[config.mk]
export PLATFORM = sky130hd
export DESIGN_NAME = ps2_mouse_packet_cursor
export DESIGN_NICKNAME = d
export VERILOG_FILES = /design/src/rtl/core/ps2mc_pkg.sv /design/src/rtl/core/ps2_mouse_packet_cursor.sv
export SDC_FILE = /design/constraint.sdc
export NUM_CORES = 1
export LEC_CHECK = 0
export BUFFER_PORTS_ARGS = -buffer_cell sky130_fd_sc_hd__buf_2
export CAP_MARGIN = 20
export CORE_ASPECT_RATIO = 1.4
export CORE_MARGIN = 10
export CORE_UTILIZATION = 64
export CTS_CLUSTER_DIAMETER = 150
export CTS_CLUSTER_SIZE = 8
export DETAILED_ROUTE_END_ITERATION = 6
export PLACE_DENSITY = 0.93
export SETUP_SLACK_MARGIN = 0.02
export SKIP_LAST_GASP = 1
export SLEW_MARGIN = 20
export SYNTH_ARGS = -nofsm -noshare
export SYNTH_HDL_FRONTEND = slang
export SYNTH_SLANG_ARGS = --single-unit
[constraint.sdc]
create_clock -name clk -period 8.2 [get_ports clk]
set_clock_uncertainty 0.1 [all_clocks]
set_input_delay 0.41 -clock clk [delete_from_list [all_inputs] [get_ports clk]]
set_output_delay 0.41 -clock clk [all_outputs]
set_load 0.05 [all_outputs]
[src/rtl/core/ps2mc_pkg.sv]
package ps2mc_pkg;

	localparam int RX_BITS = 8;
	localparam int SIZE_BITS = 13;
	localparam int CFG_INDEX_BITS = 2;
	localparam int SYNC_BIT = 3;
	localparam int LEFT_BIT = 0;
	localparam int RIGHT_BIT = 1;

	localparam int RESET_X = 512;
	localparam int RESET_Y = 384;
	localparam logic [SIZE_BITS-1:0] RESET_WIDTH = SIZE_BITS'(1024);
	localparam logic [SIZE_BITS-1:0] RESET_HEIGHT = SIZE_BITS'(768);

	typedef enum logic [CFG_INDEX_BITS-1:0] {
		CFG_SCREEN_WIDTH = 2'd0,
		CFG_SCREEN_HEIGHT = 2'd1
	} cfg_reg_t;

	typedef enum logic [1:0] {
		POS_FIRST,
		POS_SECOND,
		POS_THIRD
	} byte_pos_t;

endpackage

[src/rtl/core/ps2_mouse_packet_cursor.sv]
// A byte is accepted into the input stage and decoded from there; the last byte of a
// packet writes its result into the output register once that register has room.
// One byte per cycle (single input stage, output register) unless a final byte waits.
// Reset clears the packet position to the first byte, the cursor to 512 and 384
// (saturated to the coordinate range), and the screen size to 1024 by 768.
module ps2_mouse_packet_cursor
	import ps2mc_pkg::*;
#(
	parameter int COORD_BITS = 12
) (
	input  logic                      clk,
	input  logic                      arst_n,
	input  logic                      cfg_valid,
	output logic                      cfg_ready,
	input  logic [CFG_INDEX_BITS-1:0] cfg_index,
	input  logic [SIZE_BITS-1:0]      cfg_data,
	input  logic                      in_valid,
	output logic                      in_ready,
	input  logic [RX_BITS-1:0]        rx_byte,
	output logic                      out_valid,
	input  logic                      out_ready,
	output logic [COORD_BITS-1:0]     cursor_x,
	output logic [COORD_BITS-1:0]     cursor_y,
	output logic                      left_button,
	output logic                      right_button
);

	localparam int COORD_MAX = (1 << COORD_BITS) - 1;
	localparam int SUM_BITS = COORD_BITS + 2;
	localparam int CMP_BITS = SIZE_BITS + COORD_BITS;
	localparam logic [COORD_BITS-1:0] X_INIT =
		COORD_BITS'((RESET_X > COORD_MAX) ? COORD_MAX : RESET_X);
	localparam logic [COORD_BITS-1:0] Y_INIT =
		COORD_BITS'((RESET_Y > COORD_MAX) ? COORD_MAX : RESET_Y);

	logic [SIZE_BITS-1:0]  width_q;
	logic [SIZE_BITS-1:0]  height_q;

	logic                  valid_s1;
	logic [RX_BITS-1:0]    byte_s1;

	byte_pos_t             pos_q;
	logic [RX_BITS-1:0]    first_byte_q;
	logic [RX_BITS-1:0]    second_byte_q;
	logic [COORD_BITS-1:0] x_pos_q;
	logic [COORD_BITS-1:0] y_pos_q;

	logic                  out_valid_q;
	logic [COORD_BITS-1:0] cursor_x_q;
	logic [COORD_BITS-1:0] cursor_y_q;
	logic                  left_q;
	logic                  right_q;

	logic                  completes;
	logic                  advance;
	logic [COORD_BITS-1:0] x_limit;
	logic [COORD_BITS-1:0] y_limit;
	logic [SIZE_BITS-1:0]  width_m1;
	logic [SIZE_BITS-1:0]  height_m1;
	logic [SUM_BITS-1:0]   x_sum;
	logic [SUM_BITS-1:0]   y_sum;
	logic [COORD_BITS-1:0] x_next;
	logic [COORD_BITS-1:0] y_next;

	assign cfg_ready = 1'b1;

	// A stage holding a non-final byte always moves; a final byte waits for room.
	assign completes = valid_s1 && (pos_q == POS_THIRD);
	assign advance = valid_s1 && (!completes || !out_valid_q || out_ready);
	assign in_ready = !valid_s1 || advance;

	assign out_valid = out_valid_q;
	assign cursor_x = cursor_x_q;
	assign cursor_y = cursor_y_q;
	assign left_button = left_q;
	assign right_button = right_q;

	always_comb begin
		width_m1 = width_q - SIZE_BITS'(1);
		height_m1 = height_q - SIZE_BITS'(1);

		if (width_q == '0) begin
			x_limit = '0;
		end else if (CMP_BITS'(width_m1) > CMP_BITS'(COORD_MAX)) begin
			x_limit = COORD_BITS'(COORD_MAX);
		end else begin
			x_limit = COORD_BITS'(width_m1);
		end

		if (height_q == '0) begin
			y_limit = '0;
		end else if (CMP_BITS'(height_m1) > CMP_BITS'(COORD_MAX)) begin
			y_limit = COORD_BITS'(COORD_MAX);
		end else begin
			y_limit = COORD_BITS'(height_m1);
		end

		x_sum = {2'b00, x_pos_q}
			+ {{(SUM_BITS-RX_BITS){second_byte_q[RX_BITS-1]}}, second_byte_q};
		y_sum = {2'b00, y_pos_q}
			- {{(SUM_BITS-RX_BITS){byte_s1[RX_BITS-1]}}, byte_s1};

		if (x_sum[SUM_BITS-1]) begin
			x_next = '0;
		end else if (x_sum[SUM_BITS-2:0] > {1'b0, x_limit}) begin
			x_next = x_limit;
		end else begin
			x_next = x_sum[COORD_BITS-1:0];
		end

		if (y_sum[SUM_BITS-1]) begin
			y_next = '0;
		end else if (y_sum[SUM_BITS-2:0] > {1'b0, y_limit}) begin
			y_next = y_limit;
		end else begin
			y_next = y_sum[COORD_BITS-1:0];
		end
	end

	always_ff @(posedge clk or negedge arst_n) begin
		if (!arst_n) begin
			width_q <= RESET_WIDTH;
			height_q <= RESET_HEIGHT;
		end else if (cfg_valid && cfg_ready) begin
			unique case (cfg_index)
				CFG_SCREEN_WIDTH:  width_q <= cfg_data;
				CFG_SCREEN_HEIGHT: height_q <= cfg_data;
				default: ;
			endcase
		end
	end

	always_ff @(posedge clk or negedge arst_n) begin
		if (!arst_n) begin
			valid_s1 <= 1'b0;
		end else if (in_ready) begin
			valid_s1 <= in_valid;
		end
	end

	always_ff @(posedge clk) begin
		if (in_valid && in_ready) begin
			byte_s1 <= rx_byte;
		end
	end

	always_ff @(posedge clk or negedge arst_n) begin
		if (!arst_n) begin
			pos_q <= POS_FIRST;
			first_byte_q <= '0;
			second_byte_q <= '0;
			x_pos_q <= X_INIT;
			y_pos_q <= Y_INIT;
		end else if (advance) begin
			unique case (pos_q)
				POS_FIRST: begin
					if (byte_s1[SYNC_BIT]) begin
						first_byte_q <= byte_s1;
						pos_q <= POS_SECOND;
					end
				end
				POS_SECOND: begin
					second_byte_q <= byte_s1;
					pos_q <= POS_THIRD;
				end
				POS_THIRD: begin
					pos_q <= POS_FIRST;
					x_pos_q <= x_next;
					y_pos_q <= y_next;
				end
				default: pos_q <= POS_FIRST;
			endcase
		end
	end

	always_ff @(posedge clk or negedge arst_n) begin
		if (!arst_n) begin
			out_valid_q <= 1'b0;
		end else if (advance && completes) begin
			out_valid_q <= 1'b1;
		end else if (out_ready) begin
			out_valid_q <= 1'b0;
		end
	end

	always_ff @(posedge clk) begin
		if (advance && completes) begin
			cursor_x_q <= x_next;
			cursor_y_q <= y_next;
			left_q <= first_byte_q[LEFT_BIT];
			right_q <= first_byte_q[RIGHT_BIT];
		end
	end

endmodule

==> results.sh <==
export IMPL_irDropWorstVdd_mv=0.239
export IMPL_final_cell_area_um2=7090
export IMPL_yosysWarnings=0
export IMPL_drc=1
export IMPL_slowest_stage="or4_1"
export IMPL_post_route_min_period_ns=4.66
export IMPL_swShare=0.464
export IMPL_drt_iter0_markers=462
export IMPL_viasPerCell=6.31
export IMPL_wire_per_inst_um=19.7
export IMPL_area_delta_synth_final_pct=10.1
export IMPL_fin_crit_sh=0.569
export IMPL_vias=5270
export IMPL_failed_checks="design-rule violations"
export IMPL_clk_pin_slew_ns=0.07
export IMPL_path_cells="inv_1 > ha_1 > or3_4 > o41ai_2 > o21ai_0 > xor2_1 > inv_1 > ha_1 > or4_1 > a21oi_1 > o211ai_1 > o21ai_2 > nand3_2 > mux2_2 > nor2b_1"
export IMPL_fin_tns_setup_ns=0
export IMPL_finalSetupViolCount=0
export IMPL_cts_made_buffers=9
export IMPL_io_pins=57
export IMPL_synthCells=644
export IMPL_worstPathBufferInverterCount=2
export IMPL_p_seq_frac=0.270
export IMPL_power_density_nw_per_um2=427
export IMPL_clk_latency_ns=0.35
export IMPL_n_fill_cell=701
export IMPL_drive_gt1_frac=0.201
export IMPL_start_util=0.651
export IMPL_core_um2=9900
export IMPL_hold_viol=0
export IMPL_dieWidth_um=105
export IMPL_syn_nets=726
export IMPL_muxShareOfSynthArea=0.0844
export IMPL_synth_fa_ha_area_frac=0.109
export IMPL_dpl_hpwl_um=12200
export IMPL_end_kind="flip-flop"
export IMPL_synth_compound_area_frac=0.149
export IMPL_grt_max_degree=65
export IMPL_ctsHoldBuffers=0
export IMPL_critPathTopFamily="simple AND/OR/NAND/NOR gates"
export IMPL_cts_sinks=98
export IMPL_hold_path_class="in -> async"
export IMPL_place_gp_congestion=1.07
export IMPL_clockBufferDepth=2
export IMPL_p_switching_uw=1410
export IMPL_synthArstFlopShare=0.653
export IMPL_synth_area_um2=6440
export IMPL_netlist_cell_type_count=77
export IMPL_drtPass1Iterations=7
export IMPL_pwr_share_clk=0.135
export IMPL_cts_tree="yes"
export IMPL_rsz0062_at_grt="no"
export IMPL_dieArea_um2=14500
export IMPL_worst_endpoint_required_ns=8.17
export IMPL_ys_seq_elements=98
export IMPL_core_rowCount=43
export IMPL_fmax_ghz=0.214
export IMPL_p_int_uw=1620
export IMPL_n_antenna_cell=0
export IMPL_io_buffer_count=55
export IMPL_cts_max_level=3
export IMPL_outcome="finished with violations"
export IMPL_track_usage=0.226
export IMPL_synth_top_family_by_area="simple AND/OR/NAND/NOR gates"
export IMPL_antenna_found_initial=0
export IMPL_final_antenna_net_count=0
export IMPL_synth_main_ff_cell="dfrtp_1"
export IMPL_critical_path_arrival_ns=4.64
export IMPL_syn_avg_cell_area_um2=10.0
export IMPL_dp_cells=819
export IMPL_fin_cells=835
export IMPL_synth_seq_area_share=0.408
export IMPL_drv_slew=0
export IMPL_overflow=0
export IMPL_final_nets=777
export IMPL_maxCapViolations=0
export IMPL_cts_resized_gates=0
export IMPL_yosys_area_share_xor_xnor=0.0421
export IMPL_worst_pin_slew_ns=0.998
export IMPL_cp_max_fo=11
export IMPL_critPathLaunchType="flip-flop"
export IMPL_synth_simple_area_share=0.161
export IMPL_post_cts_buffers=0
export IMPL_drt_total_wl_um=16500
export IMPL_synth_edf_count=34
export IMPL_combPwrFrac=0.595
export IMPL_grt_pass1_wl_um=26900
export IMPL_worstSetupPathType="reg -> reg"
export IMPL_leakage_uw=0.00319
export IMPL_relSlewSlack=0.331
export IMPL_cts_root_buf="clkbuf_16"
export IMPL_place_area_um2=6820
export IMPL_grt_pass1_vias=5477
export IMPL_die_y_um=139
export IMPL_worst_path_largest_cell_delay_ns=0.52
-- per-stage QoR --
stage	power [µW]	setup slack [ns]	utilization	hold WS [ns]
4_1_cts	2990	3.58	0.716	0.131
3_5_place_dp	2560	3.59	0.689	0.341
5_1_grt	3250	3.26	0.717	0.128
6_report	3030	3.54	0.717	0.129
3_3_place_gp	2470	3.88	0.689	0.331
2_1_floorplan	2180	4.36	-	0.0144
-- worst paths after layout --
| path | startpoint | to | slack [ns] | cells after the start |
|---|---|---|---|---|
| worst max-delay path | byte_s1[7]$_DFFE_PP_ | cursor_y[0]$_DFFE_PP_ | 3.54 | 15 |
| worst min-delay path | arst_n | y_pos_q[11]$_DFFE_PN0P_ | 0.13 | 2 |
| worst max register to register | byte_s1[7]$_DFFE_PP_ | cursor_y[0]$_DFFE_PP_ | 3.54 | 15 |
| worst min register to register | first_byte_q[0]$_DFFE_PN0P_ | left_button$_DFFE_PP_ | 0.35 | 0 |
| max in group asynchronous | arst_n | height_q[7]$_DFFE_PN0P_ | 7.32 | 2 |
| min in group clk | rx_byte[7] | byte_s1[7]$_DFFE_PP_ | 0.13 | 1 |
-- metal layers --
layer	GRT usage	share of wire
met3	0.0442	0.057
met5	0	0
met1	0.241	0.36
met4	0.134	0.057
met2	0.400	0.53
-- cell type report --
type	count	area, µm²	share of cell area
tap	135	169	0.0238
inverter	52	195	0.0275
clock inverter	6	46.3	0.00653
timing repair buffer	58	298	0.0420
clock buffer	10	229	0.0323
multi-input combinational	476	3530	0.497
sequential	98	2630	0.371
-- power by group through the flow --
stage | logic [µW] | clock network, µW | registers, µW
5_1_grt | 1980 | 435 | 830
2_1_floorplan | 1340 | 0 | 838
4_1_cts | 1770 | 411 | 812
3_5_place_dp | 1750 | 0 | 817
3_3_place_gp | 1660 | 0 | 810
6_report | 1800 | 410 | 816
-- cell usage in the layout, fill, tap and decap left out, types with 9 or more instances in the layout --
cell type,instances
mux2i_1,18
buf_2,55
ha_1,52
xnor2_1,18
o21ai_1,22
nor2_1,51
a21oi_1,32
mux2_2,31
nand2_1,53
inv_1,52
clkbuf_16,9
dfrtp_1,58
edfxtp_1,34
xor2_1,13
o21ai_0,28
nor2b_1,10
nand3_1,9
a21o_1,9
nor3_1,11
-- sequential cells by signal, summed over array words and instances, names as in the netlist, 2 cells and up --
name           cells
second_byte_q      8
pos_q              2
byte_s1            8
cursor_y          12
cursor_x          12
width_q           13
y_pos_q           12
x_pos_q           12
height_q          13
first_byte_q       2
-- synth_stat cells (11+ instances only) --
library cell	number	area, µm²
a21oi_1	32	160
xnor2_1	18	158
inv_1	52	195
edfxtp_1	34	1020
o21ai_1	22	110
nand2_1	53	199
ha_1	52	651
xor2_1	13	114
mux2_2	31	349
o21ai_0	28	140
nor2_1	52	195
mux2i_1	18	180
dfrtp_1	58	1450
nor3_1	11	55.1
-- kinds of logic after synthesis --
family | after synthesis
mux | 50
buf+inv | 70
simple gates | 194
xor+xnor | 31
flops | 98
compound gates | 145
fa+ha+maj | 55
other cells | 1
No activity file was read; power rests on OpenSTA's default activity.
